**src/hw/rtl/lsc_pkg.sv**
```systemverilog
// ----------------------------------------------------------------------------
// lsc_pkg
// Types and fixed constants shared by the lidar scan cluster segmenter.
// ----------------------------------------------------------------------------
package lsc_pkg;

    localparam int RANGE_W    = 16;
    localparam int GAP_W      = 12;
    localparam int MINPTS_W   = 13;
    localparam int STEP_W     = 23;
    localparam int ANGLE_W    = 24;
    localparam int WIDTH_W    = 32;
    localparam int CFG_IDX_W  = 3;
    localparam int CFG_DATA_W = 23;

    localparam logic [CFG_IDX_W-1:0] CFG_MIN_RANGE  = 3'd0;
    localparam logic [CFG_IDX_W-1:0] CFG_MAX_RANGE  = 3'd1;
    localparam logic [CFG_IDX_W-1:0] CFG_RANGE_JUMP = 3'd2;
    localparam logic [CFG_IDX_W-1:0] CFG_GAP_LIMIT  = 3'd3;
    localparam logic [CFG_IDX_W-1:0] CFG_MIN_POINTS = 3'd4;
    localparam logic [CFG_IDX_W-1:0] CFG_START_ANG  = 3'd5;
    localparam logic [CFG_IDX_W-1:0] CFG_ANGLE_STEP = 3'd6;

    localparam logic [RANGE_W-1:0]        RST_MIN_RANGE  = 16'd150;
    localparam logic [RANGE_W-1:0]        RST_MAX_RANGE  = 16'd3000;
    localparam logic [RANGE_W-1:0]        RST_RANGE_JUMP = 16'd150;
    localparam logic [GAP_W-1:0]          RST_GAP_LIMIT  = 12'd2;
    localparam logic [MINPTS_W-1:0]       RST_MIN_POINTS = 13'd2;
    localparam logic signed [STEP_W-1:0]  RST_START_ANG  = -23'sd3294199;
    localparam logic [STEP_W-1:0]         RST_ANGLE_STEP = 23'd18300;

    localparam logic [ANGLE_W:0]          Q_LIMIT   = 25'h1000000;
    localparam logic signed [ANGLE_W+1:0] ANG_MAX   = 26'sd8388607;
    localparam logic signed [ANGLE_W+1:0] ANG_MIN   = -26'sd8388608;

    typedef struct packed {
        logic [RANGE_W-1:0] range_mm;
        logic               finite;
        logic               scan_end;
    } t_in;

    typedef struct packed {
        logic                      cluster_valid;
        logic signed [ANGLE_W-1:0] mean_angle;
        logic [RANGE_W-1:0]        mean_range_mm;
        logic [WIDTH_W-1:0]        width_angle;
        logic [MINPTS_W-1:0]       point_count;
        logic                      scan_done;
    } t_out;

    typedef enum logic {
        ALU_MUL,
        ALU_DIV
    } t_alu_op;

    typedef struct packed {
        logic    start;
        t_alu_op op;
    } t_alu_cmd;

    typedef enum logic [3:0] {
        S_IDLE,
        S_EVAL,
        S_MUL_A,
        S_DIV_A,
        S_DIV_R,
        S_MUL_W,
        S_EMIT,
        S_APPLY,
        S_ENDCHK,
        S_MARK
    } t_state;

    typedef enum logic {
        PH_SAMPLE,
        PH_FLUSH
    } t_phase;

endpackage

```
**src/hw/rtl/lidar_scan_cluster_segmenter.sv**
```systemverilog
// ----------------------------------------------------------------------------
// lidar_scan_cluster_segmenter
// Range-jump clustering of lidar scans, one range sample per transaction.
//
//   Channel   Signals                          Direction  Payload
//   sample    i_valid / o_stall / i_data       in         t_in
//   cluster   o_valid / i_stall / o_data       out        t_out
//   config    i_cfg_we / i_cfg_idx / i_cfg_data in        register write
//
// Each emitted cluster is computed in the shared bit-serial multiplier and
// divider. Reset is synchronous and clears all control and scan state. A
// stalled output holds the sequencer only when a new result must be
// written; one finished result may wait while the next sample is taken.
// ----------------------------------------------------------------------------
module lidar_scan_cluster_segmenter import lsc_pkg::*; #(
    parameter int MAX_SAMPLES = 4096
) (
    input  logic                  i_clk,
    input  logic                  i_rst_n,
    input  logic                  i_valid,
    output logic                  o_stall,
    input  t_in                   i_data,
    output logic                  o_valid,
    input  logic                  i_stall,
    output t_out                  o_data,
    input  logic                  i_cfg_we,
    input  logic [CFG_IDX_W-1:0]  i_cfg_idx,
    input  logic [CFG_DATA_W-1:0] i_cfg_data
);

    localparam int IW  = $clog2(MAX_SAMPLES + 1);
    localparam int CW  = IW;
    localparam int ISW = 2 * IW;
    localparam int RSW = RANGE_W + CW;
    localparam int AW  = ISW + STEP_W;

    t_state r_state;
    t_state n_state;
    t_phase r_phase;
    logic   r_run;
    logic   r_emitted;
    t_in    r_in;
    logic [IW-1:0] r_cur_idx;

    logic [RANGE_W-1:0]       r_min_range;
    logic [RANGE_W-1:0]       r_max_range;
    logic [RANGE_W-1:0]       r_jump;
    logic [GAP_W-1:0]         r_gap;
    logic [MINPTS_W-1:0]      r_min_pts;
    logic signed [STEP_W-1:0] r_start_ang;
    logic [STEP_W-1:0]        r_step;

    logic [IW-1:0]      r_sample_idx;
    logic               r_open;
    logic [IW-1:0]      r_first;
    logic [IW-1:0]      r_last;
    logic [RANGE_W-1:0] r_last_range;
    logic [CW-1:0]      r_count;
    logic [ISW-1:0]     r_isum;
    logic [RSW-1:0]     r_rsum;

    logic [ANGLE_W-1:0] r_ang;
    logic [RANGE_W-1:0] r_mrange;
    logic [WIDTH_W-1:0] r_wid;

    logic r_out_valid;
    t_out r_out;

    logic                      in_acc;
    logic                      out_free;
    logic                      out_load;
    logic                      samp_ok;
    logic [RANGE_W-1:0]        rdiff;
    logic [IW-1:0]             idx_step;
    logic                      joins;
    logic                      emit_ok;
    logic                      compute;
    t_alu_cmd                  alu_cmd;
    logic [AW-1:0]             alu_a;
    logic [STEP_W-1:0]         alu_b;
    logic                      alu_done;
    logic [AW-1:0]             alu_res;
    logic [AW+ANGLE_W:0]       qx;
    logic [ANGLE_W:0]          q_sat;
    logic signed [ANGLE_W+1:0] ang_sum;
    logic [ANGLE_W-1:0]        ang_sat;
    logic [AW+WIDTH_W-1:0]     wx;
    logic [WIDTH_W-1:0]        wid_sat;
    logic [CW+MINPTS_W-1:0]    cx;
    logic [MINPTS_W-1:0]       cnt_sat;
    logic                      last_done;

    lsc_muldiv #(
        .AW (AW)
    ) u_muldiv (
        .i_clk   (i_clk),
        .i_rst_n (i_rst_n),
        .i_cmd   (alu_cmd),
        .i_a     (alu_a),
        .i_b     (alu_b),
        .o_done  (alu_done),
        .o_res   (alu_res)
    );

    assign o_stall  = (r_state != S_IDLE);
    assign in_acc   = i_valid && !o_stall;
    assign out_free = !r_out_valid || !i_stall;
    assign out_load = ((r_state == S_EMIT) || (r_state == S_MARK)) && out_free;

    assign samp_ok = r_in.finite && (r_cur_idx < IW'(MAX_SAMPLES))
                     && (r_in.range_mm > r_min_range) && (r_in.range_mm < r_max_range);
    assign rdiff   = (r_in.range_mm > r_last_range) ? r_in.range_mm - r_last_range
                                                    : r_last_range - r_in.range_mm;
    assign idx_step = r_cur_idx - r_last;
    assign joins    = r_open && ((IW+GAP_W)'(idx_step) <= (IW+GAP_W)'(r_gap))
                      && (rdiff < r_jump);
    assign emit_ok  = r_open && (r_count != '0)
                      && ((CW+MINPTS_W)'(r_count) >= (CW+MINPTS_W)'(r_min_pts));

    assign qx      = (AW+ANGLE_W+1)'(alu_res);
    assign q_sat   = (qx > (AW+ANGLE_W+1)'(Q_LIMIT)) ? Q_LIMIT : qx[ANGLE_W:0];
    assign ang_sum = (ANGLE_W+2)'(r_start_ang) + signed'((ANGLE_W+2)'(q_sat));
    assign ang_sat = (ang_sum > ANG_MAX) ? ANG_MAX[ANGLE_W-1:0] :
                     (ang_sum < ANG_MIN) ? ANG_MIN[ANGLE_W-1:0] : ang_sum[ANGLE_W-1:0];

    assign wx      = (AW+WIDTH_W)'(alu_res);
    assign wid_sat = (|wx[AW+WIDTH_W-1:WIDTH_W]) ? '1 : wx[WIDTH_W-1:0];
    assign cx      = (CW+MINPTS_W)'(r_count);
    assign cnt_sat = (|cx[CW+MINPTS_W-1:MINPTS_W]) ? '1 : cx[MINPTS_W-1:0];

    // A cluster closed by the scan_end sample itself is the last result unless
    // the one-point cluster it leaves behind is emitted by the flush.
    assign last_done = r_in.scan_end
                       && ((r_phase == PH_FLUSH) || (r_min_pts > MINPTS_W'(1)));

    always_comb begin
        compute = (r_state == S_MUL_A) || (r_state == S_DIV_A)
                  || (r_state == S_DIV_R) || (r_state == S_MUL_W);
        alu_cmd.start = compute && !r_run;
        alu_cmd.op    = ALU_MUL;
        alu_a         = AW'(r_isum);
        alu_b         = r_step;
        case (r_state)
            S_DIV_A: begin
                alu_cmd.op = ALU_DIV;
                alu_a      = alu_res;
                alu_b      = STEP_W'(r_count);
            end
            S_DIV_R: begin
                alu_cmd.op = ALU_DIV;
                alu_a      = AW'(r_rsum);
                alu_b      = STEP_W'(r_count);
            end
            S_MUL_W: begin
                alu_a = AW'(r_last - r_first);
            end
            default: begin
            end
        endcase
    end

    always_comb begin
        n_state = r_state;
        case (r_state)
            S_IDLE: begin
                if (in_acc) n_state = S_EVAL;
            end
            S_EVAL: begin
                if (!samp_ok) n_state = S_ENDCHK;
                else if (!joins && emit_ok) n_state = S_MUL_A;
                else n_state = S_APPLY;
            end
            S_MUL_A: begin
                if (r_run && alu_done) n_state = S_DIV_A;
            end
            S_DIV_A: begin
                if (r_run && alu_done) n_state = S_DIV_R;
            end
            S_DIV_R: begin
                if (r_run && alu_done) n_state = S_MUL_W;
            end
            S_MUL_W: begin
                if (r_run && alu_done) n_state = S_EMIT;
            end
            S_EMIT: begin
                if (out_free) n_state = (r_phase == PH_SAMPLE) ? S_APPLY : S_IDLE;
            end
            S_APPLY: begin
                n_state = S_ENDCHK;
            end
            S_ENDCHK: begin
                if (!r_in.scan_end) n_state = S_IDLE;
                else if (emit_ok) n_state = S_MUL_A;
                else if (!r_emitted) n_state = S_MARK;
                else n_state = S_IDLE;
            end
            S_MARK: begin
                if (out_free) n_state = S_IDLE;
            end
            default: begin
                n_state = S_IDLE;
            end
        endcase
    end

    always_ff @(posedge i_clk) begin
        if (!i_rst_n) begin
            r_state <= S_IDLE;
        end else begin
            r_state <= n_state;
        end
    end

    always_ff @(posedge i_clk) begin
        if (!i_rst_n) begin
            r_min_range <= RST_MIN_RANGE;
            r_max_range <= RST_MAX_RANGE;
            r_jump      <= RST_RANGE_JUMP;
            r_gap       <= RST_GAP_LIMIT;
            r_min_pts   <= RST_MIN_POINTS;
            r_start_ang <= RST_START_ANG;
            r_step      <= RST_ANGLE_STEP;
        end else if (i_cfg_we) begin
            case (i_cfg_idx)
                CFG_MIN_RANGE:  r_min_range <= i_cfg_data[RANGE_W-1:0];
                CFG_MAX_RANGE:  r_max_range <= i_cfg_data[RANGE_W-1:0];
                CFG_RANGE_JUMP: r_jump      <= i_cfg_data[RANGE_W-1:0];
                CFG_GAP_LIMIT:  r_gap       <= i_cfg_data[GAP_W-1:0];
                CFG_MIN_POINTS: r_min_pts   <= i_cfg_data[MINPTS_W-1:0];
                CFG_START_ANG:  r_start_ang <= signed'(i_cfg_data[STEP_W-1:0]);
                CFG_ANGLE_STEP: r_step      <= i_cfg_data[STEP_W-1:0];
                default: begin
                end
            endcase
        end
    end

    always_ff @(posedge i_clk) begin
        if (!i_rst_n) begin
            r_phase      <= PH_SAMPLE;
            r_run        <= 1'b0;
            r_emitted    <= 1'b0;
            r_sample_idx <= '0;
            r_open       <= 1'b0;
            r_first      <= '0;
            r_last       <= '0;
            r_last_range <= '0;
            r_count      <= '0;
            r_isum       <= '0;
            r_rsum       <= '0;
            r_out_valid  <= 1'b0;
        end else begin
            if (alu_cmd.start) begin
                r_run <= 1'b1;
            end else if (alu_done) begin
                r_run <= 1'b0;
            end

            if (out_load) begin
                r_out_valid <= 1'b1;
            end else if (!i_stall) begin
                r_out_valid <= 1'b0;
            end

            case (r_state)
                S_IDLE: begin
                    if (in_acc) begin
                        r_emitted <= 1'b0;
                        if (i_data.scan_end) begin
                            r_sample_idx <= '0;
                        end else if (r_sample_idx < IW'(MAX_SAMPLES)) begin
                            r_sample_idx <= r_sample_idx + 1'b1;
                        end
                    end
                end
                S_EVAL: begin
                    r_phase <= PH_SAMPLE;
                end
                S_EMIT: begin
                    if (out_free) begin
                        r_emitted <= 1'b1;
                        if (r_phase == PH_FLUSH) begin
                            r_open  <= 1'b0;
                            r_count <= '0;
                            r_isum  <= '0;
                            r_rsum  <= '0;
                        end
                    end
                end
                S_APPLY: begin
                    r_last       <= r_cur_idx;
                    r_last_range <= r_in.range_mm;
                    if (joins) begin
                        r_count <= r_count + 1'b1;
                        r_isum  <= r_isum + ISW'(r_cur_idx);
                        r_rsum  <= r_rsum + RSW'(r_in.range_mm);
                    end else begin
                        r_open  <= 1'b1;
                        r_first <= r_cur_idx;
                        r_count <= CW'(1);
                        r_isum  <= ISW'(r_cur_idx);
                        r_rsum  <= RSW'(r_in.range_mm);
                    end
                end
                S_ENDCHK: begin
                    r_phase <= PH_FLUSH;
                    if (r_in.scan_end && !emit_ok) begin
                        r_open  <= 1'b0;
                        r_count <= '0;
                        r_isum  <= '0;
                        r_rsum  <= '0;
                    end
                end
                default: begin
                end
            endcase
        end
    end

    always_ff @(posedge i_clk) begin
        if (in_acc) begin
            r_in      <= i_data;
            r_cur_idx <= r_sample_idx;
        end
        if (alu_done) begin
            case (r_state)
                S_DIV_A: r_ang    <= ang_sat;
                S_DIV_R: r_mrange <= alu_res[RANGE_W-1:0];
                S_MUL_W: r_wid    <= wid_sat;
                default: begin
                end
            endcase
        end
        if ((r_state == S_EMIT) && out_free) begin
            r_out.cluster_valid <= 1'b1;
            r_out.mean_angle    <= signed'(r_ang);
            r_out.mean_range_mm <= r_mrange;
            r_out.width_angle   <= r_wid;
            r_out.point_count   <= cnt_sat;
            r_out.scan_done     <= last_done;
        end else if ((r_state == S_MARK) && out_free) begin
            r_out.cluster_valid <= 1'b0;
            r_out.mean_angle    <= '0;
            r_out.mean_range_mm <= '0;
            r_out.width_angle   <= '0;
            r_out.point_count   <= '0;
            r_out.scan_done     <= 1'b1;
        end
    end

    assign o_valid = r_out_valid;
    assign o_data  = r_out;

endmodule

```
**src/hw/rtl/lsc_muldiv.sv**
```systemverilog
// ----------------------------------------------------------------------------
// lsc_muldiv
// Iterative unsigned multiplier and restoring divider, one bit per cycle.
// ----------------------------------------------------------------------------
module lsc_muldiv import lsc_pkg::*; #(
    parameter int AW = 49
) (
    input  logic              i_clk,
    input  logic              i_rst_n,
    input  t_alu_cmd          i_cmd,
    input  logic [AW-1:0]     i_a,
    input  logic [STEP_W-1:0] i_b,
    output logic              o_done,
    output logic [AW-1:0]     o_res
);

    localparam int CNT_W = $clog2(AW + 1);

    logic [CNT_W-1:0]  r_cnt;
    logic              r_done;
    t_alu_op           r_op;
    logic [AW-1:0]     r_acc;
    logic [AW-1:0]     r_a;
    logic [STEP_W-1:0] r_b;
    logic [STEP_W-1:0] r_rem;

    logic [AW-1:0]     mul_sum;
    logic [STEP_W:0]   div_trial;
    logic [STEP_W+1:0] div_diff;
    logic              div_ge;

    assign mul_sum   = {r_acc[AW-2:0], 1'b0} + (r_b[STEP_W-1] ? r_a : '0);
    assign div_trial = {r_rem, r_acc[AW-1]};
    assign div_diff  = {1'b0, div_trial} - {2'b00, r_b};
    assign div_ge    = ~div_diff[STEP_W+1];

    always_ff @(posedge i_clk) begin
        if (!i_rst_n) begin
            r_cnt  <= '0;
            r_done <= 1'b0;
        end else begin
            r_done <= 1'b0;
            if (i_cmd.start) begin
                r_cnt <= (i_cmd.op == ALU_MUL) ? CNT_W'(STEP_W) : CNT_W'(AW);
            end else if (r_cnt != '0) begin
                r_cnt <= r_cnt - 1'b1;
                if (r_cnt == CNT_W'(1)) begin
                    r_done <= 1'b1;
                end
            end
        end
    end

    always_ff @(posedge i_clk) begin
        if (i_cmd.start) begin
            r_op  <= i_cmd.op;
            r_acc <= (i_cmd.op == ALU_MUL) ? '0 : i_a;
            r_a   <= i_a;
            r_b   <= i_b;
            r_rem <= '0;
        end else if (r_cnt != '0) begin
            if (r_op == ALU_MUL) begin
                r_acc <= mul_sum;
                r_b   <= {r_b[STEP_W-2:0], 1'b0};
            end else begin
                r_acc <= {r_acc[AW-2:0], div_ge};
                r_rem <= div_ge ? div_diff[STEP_W-1:0] : div_trial[STEP_W-1:0];
            end
        end
    end

    assign o_done = r_done;
    assign o_res  = r_acc;

endmodule

```
**config.mk**
```make
export PLATFORM = sky130hd
export DESIGN_NAME = lidar_scan_cluster_segmenter
export DESIGN_NICKNAME = d
export VERILOG_FILES = /design/src/hw/rtl/lsc_pkg.sv /design/src/hw/rtl/lidar_scan_cluster_segmenter.sv /design/src/hw/rtl/lsc_muldiv.sv
export SDC_FILE = /design/constraint.sdc
export NUM_CORES = 2
export LEC_CHECK = 0
export BUFFER_PORTS_ARGS = -buffer_cell sky130_fd_sc_hd__buf_2
export CELL_PAD_IN_SITES_DETAIL_PLACEMENT = 0
export CELL_PAD_IN_SITES_GLOBAL_PLACEMENT = 2
export CORE_MARGIN = 4
export CORE_UTILIZATION = 35
export DETAILED_ROUTE_END_ITERATION = 16
export PLACE_DENSITY_LB_ADDON = 0.3
export SLEW_MARGIN = 20
export SYNTH_ARGS = -nofsm -noshare
export SYNTH_HDL_FRONTEND = slang
export SYNTH_SLANG_ARGS = --single-unit
```
**constraint.sdc**
```tcl
create_clock -name i_clk -period 13 [get_ports i_clk]
set_input_delay 0.65 -clock i_clk [delete_from_list [all_inputs] [get_ports i_clk]]
set_output_delay 0.65 -clock i_clk [all_outputs]
set_load 0.02 [all_outputs]
```
* Word-level counts from Yosys, hierarchy flattened *
Index checks and enable logic that the tools add are counted.

storage, ports and cells
  input bits = 49
  register bits after elaboration = 593
  logic and storage cells = 222

cells by class
  eq/ne operators = 28
  muxes and demuxes = 65
  order comparisons = 12
  reduce and logical (&&, ||, !) cells = 61
  bitwise gates (word level) = 4
  add/sub/neg operators = 12

operator list
  operator                                                         number
  2-to-1 mux 49 bit                                                5
  2-to-1 mux 86 bit                                                2
  case mux 49 bit (3 select lines)                                 1
  2-to-1 mux 29 bit                                                4
  2-to-1 mux 23 bit                                                5
  2-to-1 mux 26 bit                                                4
  case mux 29 bit (3 select lines)                                 1
  2-to-1 mux 13 bit                                                6
  case mux 26 bit (3 select lines)                                 1
  adder 49 bit                                                     1
  greater-than comparator 49 x 25 -> 1 bit, second input constant  1
  2-to-1 mux 4 bit                                                 11
  case mux 4 bit (10 select lines)                                 1
  case mux 13 bit (3 select lines)                                 1
  greater-than comparator 16 bit                                   2
  less-than comparator 16 bit                                      2
  subtractor 16 bit                                                2
  adder 29 x 16 -> 29 bit                                          1
  adder 13 x 1 -> 13 bit, second input constant                    2
  adder 23 x 26 -> 26 bit                                          1
  adder 26 x 13 -> 26 bit                                          1
  greater-than comparator 26 x 24 -> 1 bit, second input constant  1
  less-than comparator 13 bit, second input constant               2
  less-than comparator 26 x 24 -> 1 bit, second input constant     1
  other kinds (44)                                                 123

* Depth between registers and ports, before layout *
  depth in word-level cells = 9
  gate-level depth with buffers = 26
  gate-level depth less buffers = 22

* By module *
A second synthesis with hierarchy kept.

second synthesis, totals
  cell total of the unflattened synthesis = 3,870
  area total of the unflattened synthesis = 35,355.2 um2

modules (own cells, without submodules)
  module                        times used  area each (um2)  seq. area each (um2)  cells an instance
  lidar_scan_cluster_segmenter  1           24,878.9         10,720.3              2,716
  lsc_muldiv                    1           10,476.3         4,264.1               1,154

* Worst setup path before layout *
Ideal clock, no wire load.

  path kind = input to register
  start = input port i_stall
  end = register r_out, in the netlist o_data[0], enable pin
  setup time = 0.531 ns
  data required time = 12.469 ns
  path slack = 7.890 ns
  data arrival time = 4.579 ns
  stages = 3
  cell sequence = and2_1 clkbuf_1 nor2_1

on the way
  cells in the longest elaborated chain, start to end = 4

ends and longest elaborated chain
  item                                  line                                                                      RTL
  start, declared                       lidar_scan_cluster_segmenter.sv:24                                        input logic i_stall,
  zero test 1 bit (*)                   n/a
  logical OR 1 bit (*)                  lidar_scan_cluster_segmenter.sv:107                                       assign out_free = !r_out_valid || !i_stall;
  logical AND 1 bit (on tied branches)  lidar_scan_cluster_segmenter.sv:334, lidar_scan_cluster_segmenter.sv:341
  nonzero test 2 bit (no line) (*)      n/a
  end, declared                         lidar_scan_cluster_segmenter.sv:67                                        t_out r_out;

Every way passes the cells marked *; elsewhere a longest branch is shown, timed or not.
A chain may end at the register's enable or synchronous reset.

* Worst setup path in the final report *
  start = register r_in[2] in the netlist's numbering
  end = register r_rsum[28]

on the way
  cells in the longest elaborated chain, start to end = 6

ends and longest elaborated chain
  item                                             line                                 RTL
  start, declared                                  lidar_scan_cluster_segmenter.sv:42   t_in r_in;
  start signal, assigned                           lidar_scan_cluster_segmenter.sv:322  r_in <= i_data;
  subtractor 16 bit, or another cell as far along  lidar_scan_cluster_segmenter.sv:113  : r_last_range - r_in.range_mm;
  2-to-1 mux 16 bit                                lidar_scan_cluster_segmenter.sv:112  assign rdiff = (r_in.range_mm > r_last_range) ? r_in.range_mm - r_last_range
  less-than comparator 16 bit                      lidar_scan_cluster_segmenter.sv:116  && (rdiff < r_jump);
  logical AND 1 bit                                lidar_scan_cluster_segmenter.sv:116
  2-to-1 mux 29 bit (*)                            lidar_scan_cluster_segmenter.sv:293  if (joins) begin
  case mux 29 bit (3 select lines) (*)             lidar_scan_cluster_segmenter.sv:265  case (r_state)
  end signal, assigned                             lidar_scan_cluster_segmenter.sv:296  r_rsum <= r_rsum + RSW'(r_in.range_mm);
  end signal, assigned                             lidar_scan_cluster_segmenter.sv:302  r_rsum <= RSW'(r_in.range_mm);
  end, declared                                    lidar_scan_cluster_segmenter.sv:60   logic [RSW-1:0] r_rsum;

Marks and branches as above.

==> summary.md <==
| Metric | Value |
|---|---|
| Die footprint | 106,000 um2 |
| Y dimension of the die | 326 um |
| Footprint of the flip-flops and latches | 15,000 um2 |
| Maximum number of pins on one net before global-route repair | 85 |
| Post-Route Hold Slack | roughly 0.18 ns |
| Post-detailed-route wirelength per cell | ~21 um |
| Sequential fraction of the synthesis area | 0.422 |
| Weighted congestion at the end of routability-driven global placement | 0.871 |
| Delay of the slowest critical-path stage | 0.49 ns |
| Post-route cell area | 39,900 um2 |
| Antenna cell count | 0 |
| Transition at the pin with the smallest max-transition slack | 1.12 ns |
| Worst min-delay path category | input pin to flop |
| Mean instance size in the synthesized netlist | 9.21 um2 |
| Reg2Reg Setup Slack | 6.72 ns |
| Post-cts gate resize count | 0 |
| Post-Syn Instances | 3,850 |
| Highest net fanout along the worst path | 31 |
| Initial antenna violation count | 3 |
| Wire length of the first global-routing pass | 173,000 um |
| Cells taking the most area after synthesis | edfxtp_1 (26%), dfxtp_1 (16%), ha_1 (9.0%), nand2_1 (6.0%), and2_1 (2.9%) |
| Cell with the most instances after synthesis | nand2_1 |
| Mapped Area | 35,500 um2 |
| Unrepaired setup endpoints after global routing | no |
| Register bit count reported by yosys | 593 |
| Library cell occupying the most area in the post-synthesis netlist | edfxtp_1 |
| Worst clock skew | 0.0244 ns |
| Tcrit/Tclk final | 0.483 |
| Share of synthesized flip-flops with an asynchronous set or reset | 0 |
| Number of clock buffers inserted by TritonCTS | between 70 and 80 |
| Width of the chip | 326 um |
| Fin worst setup slack | 6.72 ns |
| Pins Over Slew Limit | 0 |
| Port Buffers | 137 |
| Detailed placer's ending HPWL | ~82,000 um |
| Final ANT Viol Nets | 0 |
| Run status | complete, no violations |
| Placed standard-cell area | 37,500 um2 |
| Worst setup slack before clock tree synthesis | 6.81 ns |
| Setup violation total in the final timing report | 0 |
| Total area of multi-input combinational cells | 18,900 um2 |
| Via count of the first global-routing pass | 27,464 |
| Setup TNS Final | 0 ns |
| Critical Path Slowest Stage Cell | edfxtp_1 |
| Net count of the finished layout | between 4,000 and 5,000 |
| Layout cells sized above 1 | 0.0958 |
| Total I/O pin count | 138 |
| Count of fill cells added during filler insertion | between 10,000 and 15,000 |
| Overall fraction of global-route tracks in use | 0.208 |
| Yosys Warn Count | 0 |
| Starting density of the core | 0.354 |
| Drt initial violations | ~2,100 |
| Remaining routing DRC violations | 0 |
| Number of flops mapped to enable cells by yosys | 311 |
| Postcts setup bufs | 0 |
| Vias/cell | 5.29 |
| Number of distinct library cells after synthesis | 105 |
| Crit path required time | 13.56 ns |
| CP endpoint kind | flop |
| Root buf cell | clkbuf_16 |
| Most used DFF post-synth | edfxtp_1 |
| Worst slew slack as a fraction of its limit | 0.254 |
| Area share of the largest cell type after synthesis | 0.263 |
| Row count | 116 |
| Most used cell along the critical path | a21oi_1 |
| Insertion delay to the later sink of the worst-skew pair | roughly 0.64 ns |
| Final standard cell utilization of the core | 0.398 |
| Wire length reported by the detailed router | 113,000 um |
| Highest Clock Rate | roughly 160 MHz |
| Clock tree from TritonCTS | yes |
| Worst vdd rail ir drop | 0.000151 V |
| Number of vias in the routed layout | 28,267 |
| Hold buffer count at CTS | 0 |
| Worst Path Class, Setup | flop to flop |
| Worst endpoint data arrival time | around 7 ns |
| Total clock sinks | 593 |
| Commonest cells post-synth | nand2_1 (563), edfxtp_1 (311), dfxtp_1 (282), ha_1 (256), inv_1 (225) |
| Reg clk slew, reported paths | 0.06 ns |
| GRT Residual Overflow | 0 |
| Level count of the clock H-tree | 3 |
| Syn-to-layout area delta | 12.5% |
| Cells traversed along the worst timing path | inv_1 > ha_1 > inv_1 > fa_1 > a21oi_1 > a2bb2oi_1 > a21oi_1 > a221o_2 > nand2_4 > mux2i_1 > o21ai_0 > xor2_1 > ha_1 > a21o_1 > a21o_1 > a21oi_1 > nand2b_1 > o21ai_0 > o2111a_2 > buf_4 > a21oi_4 > buf_4 > a31oi_1 |
| Areal power density over the cells | 212 nW/um2 |
| Kind of start point of the critical path | flop |
| Static leakage power | 15.3 nW |
| Pre-Repair DR Iteration Count | 7 |
| Clk buf depth | 3 |
| Hold Vio Cnt, Final | 0 |
| Min Tclk post-route | 6.28 ns |
| Max-cap check violation count | 0 |
| Number of nets in the synthesized netlist | approximately 4,200 |
| Placeable core region | 100,000 um2 |
per-layer routing:
metal  vias up  part of all wire  global-route usage
met5         -                 0                   0
met2       677              0.44               0.323
met1     13468              0.50               0.309
li1      13991                 -                   -
met3       131             0.044              0.0269
met4         0             0.020              0.0453
logic make-up (layout without fill, tap and decap cells):
| group | Yosys count | count (layout) | share of synthesized area |
|---|---|---|---|
| AOI/OAI and AO/OA | 998 | 998 | 0.191 |
| and+or+nand+nor | 1353 | 1353 | 0.183 |
| xor gates and xnor gates | 152 | 152 | 0.0375 |
| adders and majority gates | 265 | 265 | 0.0954 |
| muxes | 81 | 81 | 0.0232 |
| buffers and inverters | 408 | 545 | 0.0474 |
| DFF | 593 | 593 | 0.422 |
through the flow:
| stage | instances | power [mW] |
|---|---|---|
| 2_1_floorplan | 3850 | 5.39 |
| 3_5_place_dp | 5215 | 6.44 |
| 3_3_place_gp | 5215 | 6.44 |
| 6_report | 5344 | 8.46 |
| 4_1_cts | 5344 | 8.52 |
| 5_1_grt | 5344 | 9.05 |
cells in the final DEF (no fill, tap or decap), drive strengths merged, types with 10 or more instances in the layout:
cell | netlist | routed
a211oi | 35 | 35
a21boi | 138 | 138
a21o | 81 | 81
a21oi | 203 | 203
a221o | 10 | 10
a221oi | 19 | 19
a22oi | 24 | 24
a31oi | 25 | 25
a32oi | 10 | 10
and2 | 167 | 167
and3 | 29 | 29
buf | 36 | 189
clkbuf | 144 | 98
clkinv | 1 | 18
dfxtp | 282 | 282
edfxtp | 311 | 311
ha | 256 | 256
inv | 226 | 233
mux2 | 10 | 10
mux2i | 71 | 71
nand2 | 564 | 564
nand2b | 52 | 52
nand3 | 102 | 102
nand4 | 48 | 48
nor2 | 184 | 184
nor2b | 43 | 43
nor3 | 58 | 58
nor4 | 40 | 40
o2111ai | 13 | 13
o211ai | 40 | 40
o21a | 64 | 64
o21ai | 204 | 204
o21bai | 16 | 16
o22ai | 15 | 15
o31ai | 10 | 10
or2 | 17 | 17
or3 | 20 | 20
xnor2 | 90 | 90
xor2 | 62 | 62
final timing paths:
check                                 from    endpoint  cells after the start
worst max-delay path               r_in[2]  r_rsum[28]                     23
worst min-delay path            i_data[11]    r_in[11]                      1
worst max register to register     r_in[2]  r_rsum[28]                     23
worst min register to register  r_first[3]  r_first[3]                      2
final cells by class:
cell class / count / area share
multi-input combinational: 2849 / 0.474
sequential: 593 / 0.376
clock buffer: 98 / 0.0512
tap: 1357 / 0.0425
timing repair buffer: 189 / 0.0270
inverter: 227 / 0.0214
clock inverter: 31 / 0.00812
state kept, by name, indices dropped and copies added (netlist names), 16 cells and up:
signal and flops:
r_in 18, r_mrange 16, r_isum 26, r_max_range 16
r_min_range 16, r_last_range 16, r_rsum 29, o_data 87
r_step 23, u_muldiv.o_res 49, u_muldiv.r_b 23, u_muldiv.r_a 49
r_wid 32, r_ang 24, u_muldiv.r_rem 23, r_start_ang 23
r_jump 16
worst max-delay path, delay by kind of cell, from the launching register on:
family	cells	cell delay [ns]
fa+ha+maj	3	0.87
buf+inv	4	0.92
compound gates	12	2.87
flops	1	0.49
mux	1	0.41
simple gates	2	0.38
xor+xnor	1	0.17
power breakdown:
group	internal [mW]	switching (mW)	total, mW
sequential	2.46	0.360	2.82
combinational	1.38	2.21	3.59
clock	1.21	0.841	2.05
Power figures use the tool's default switching activity.
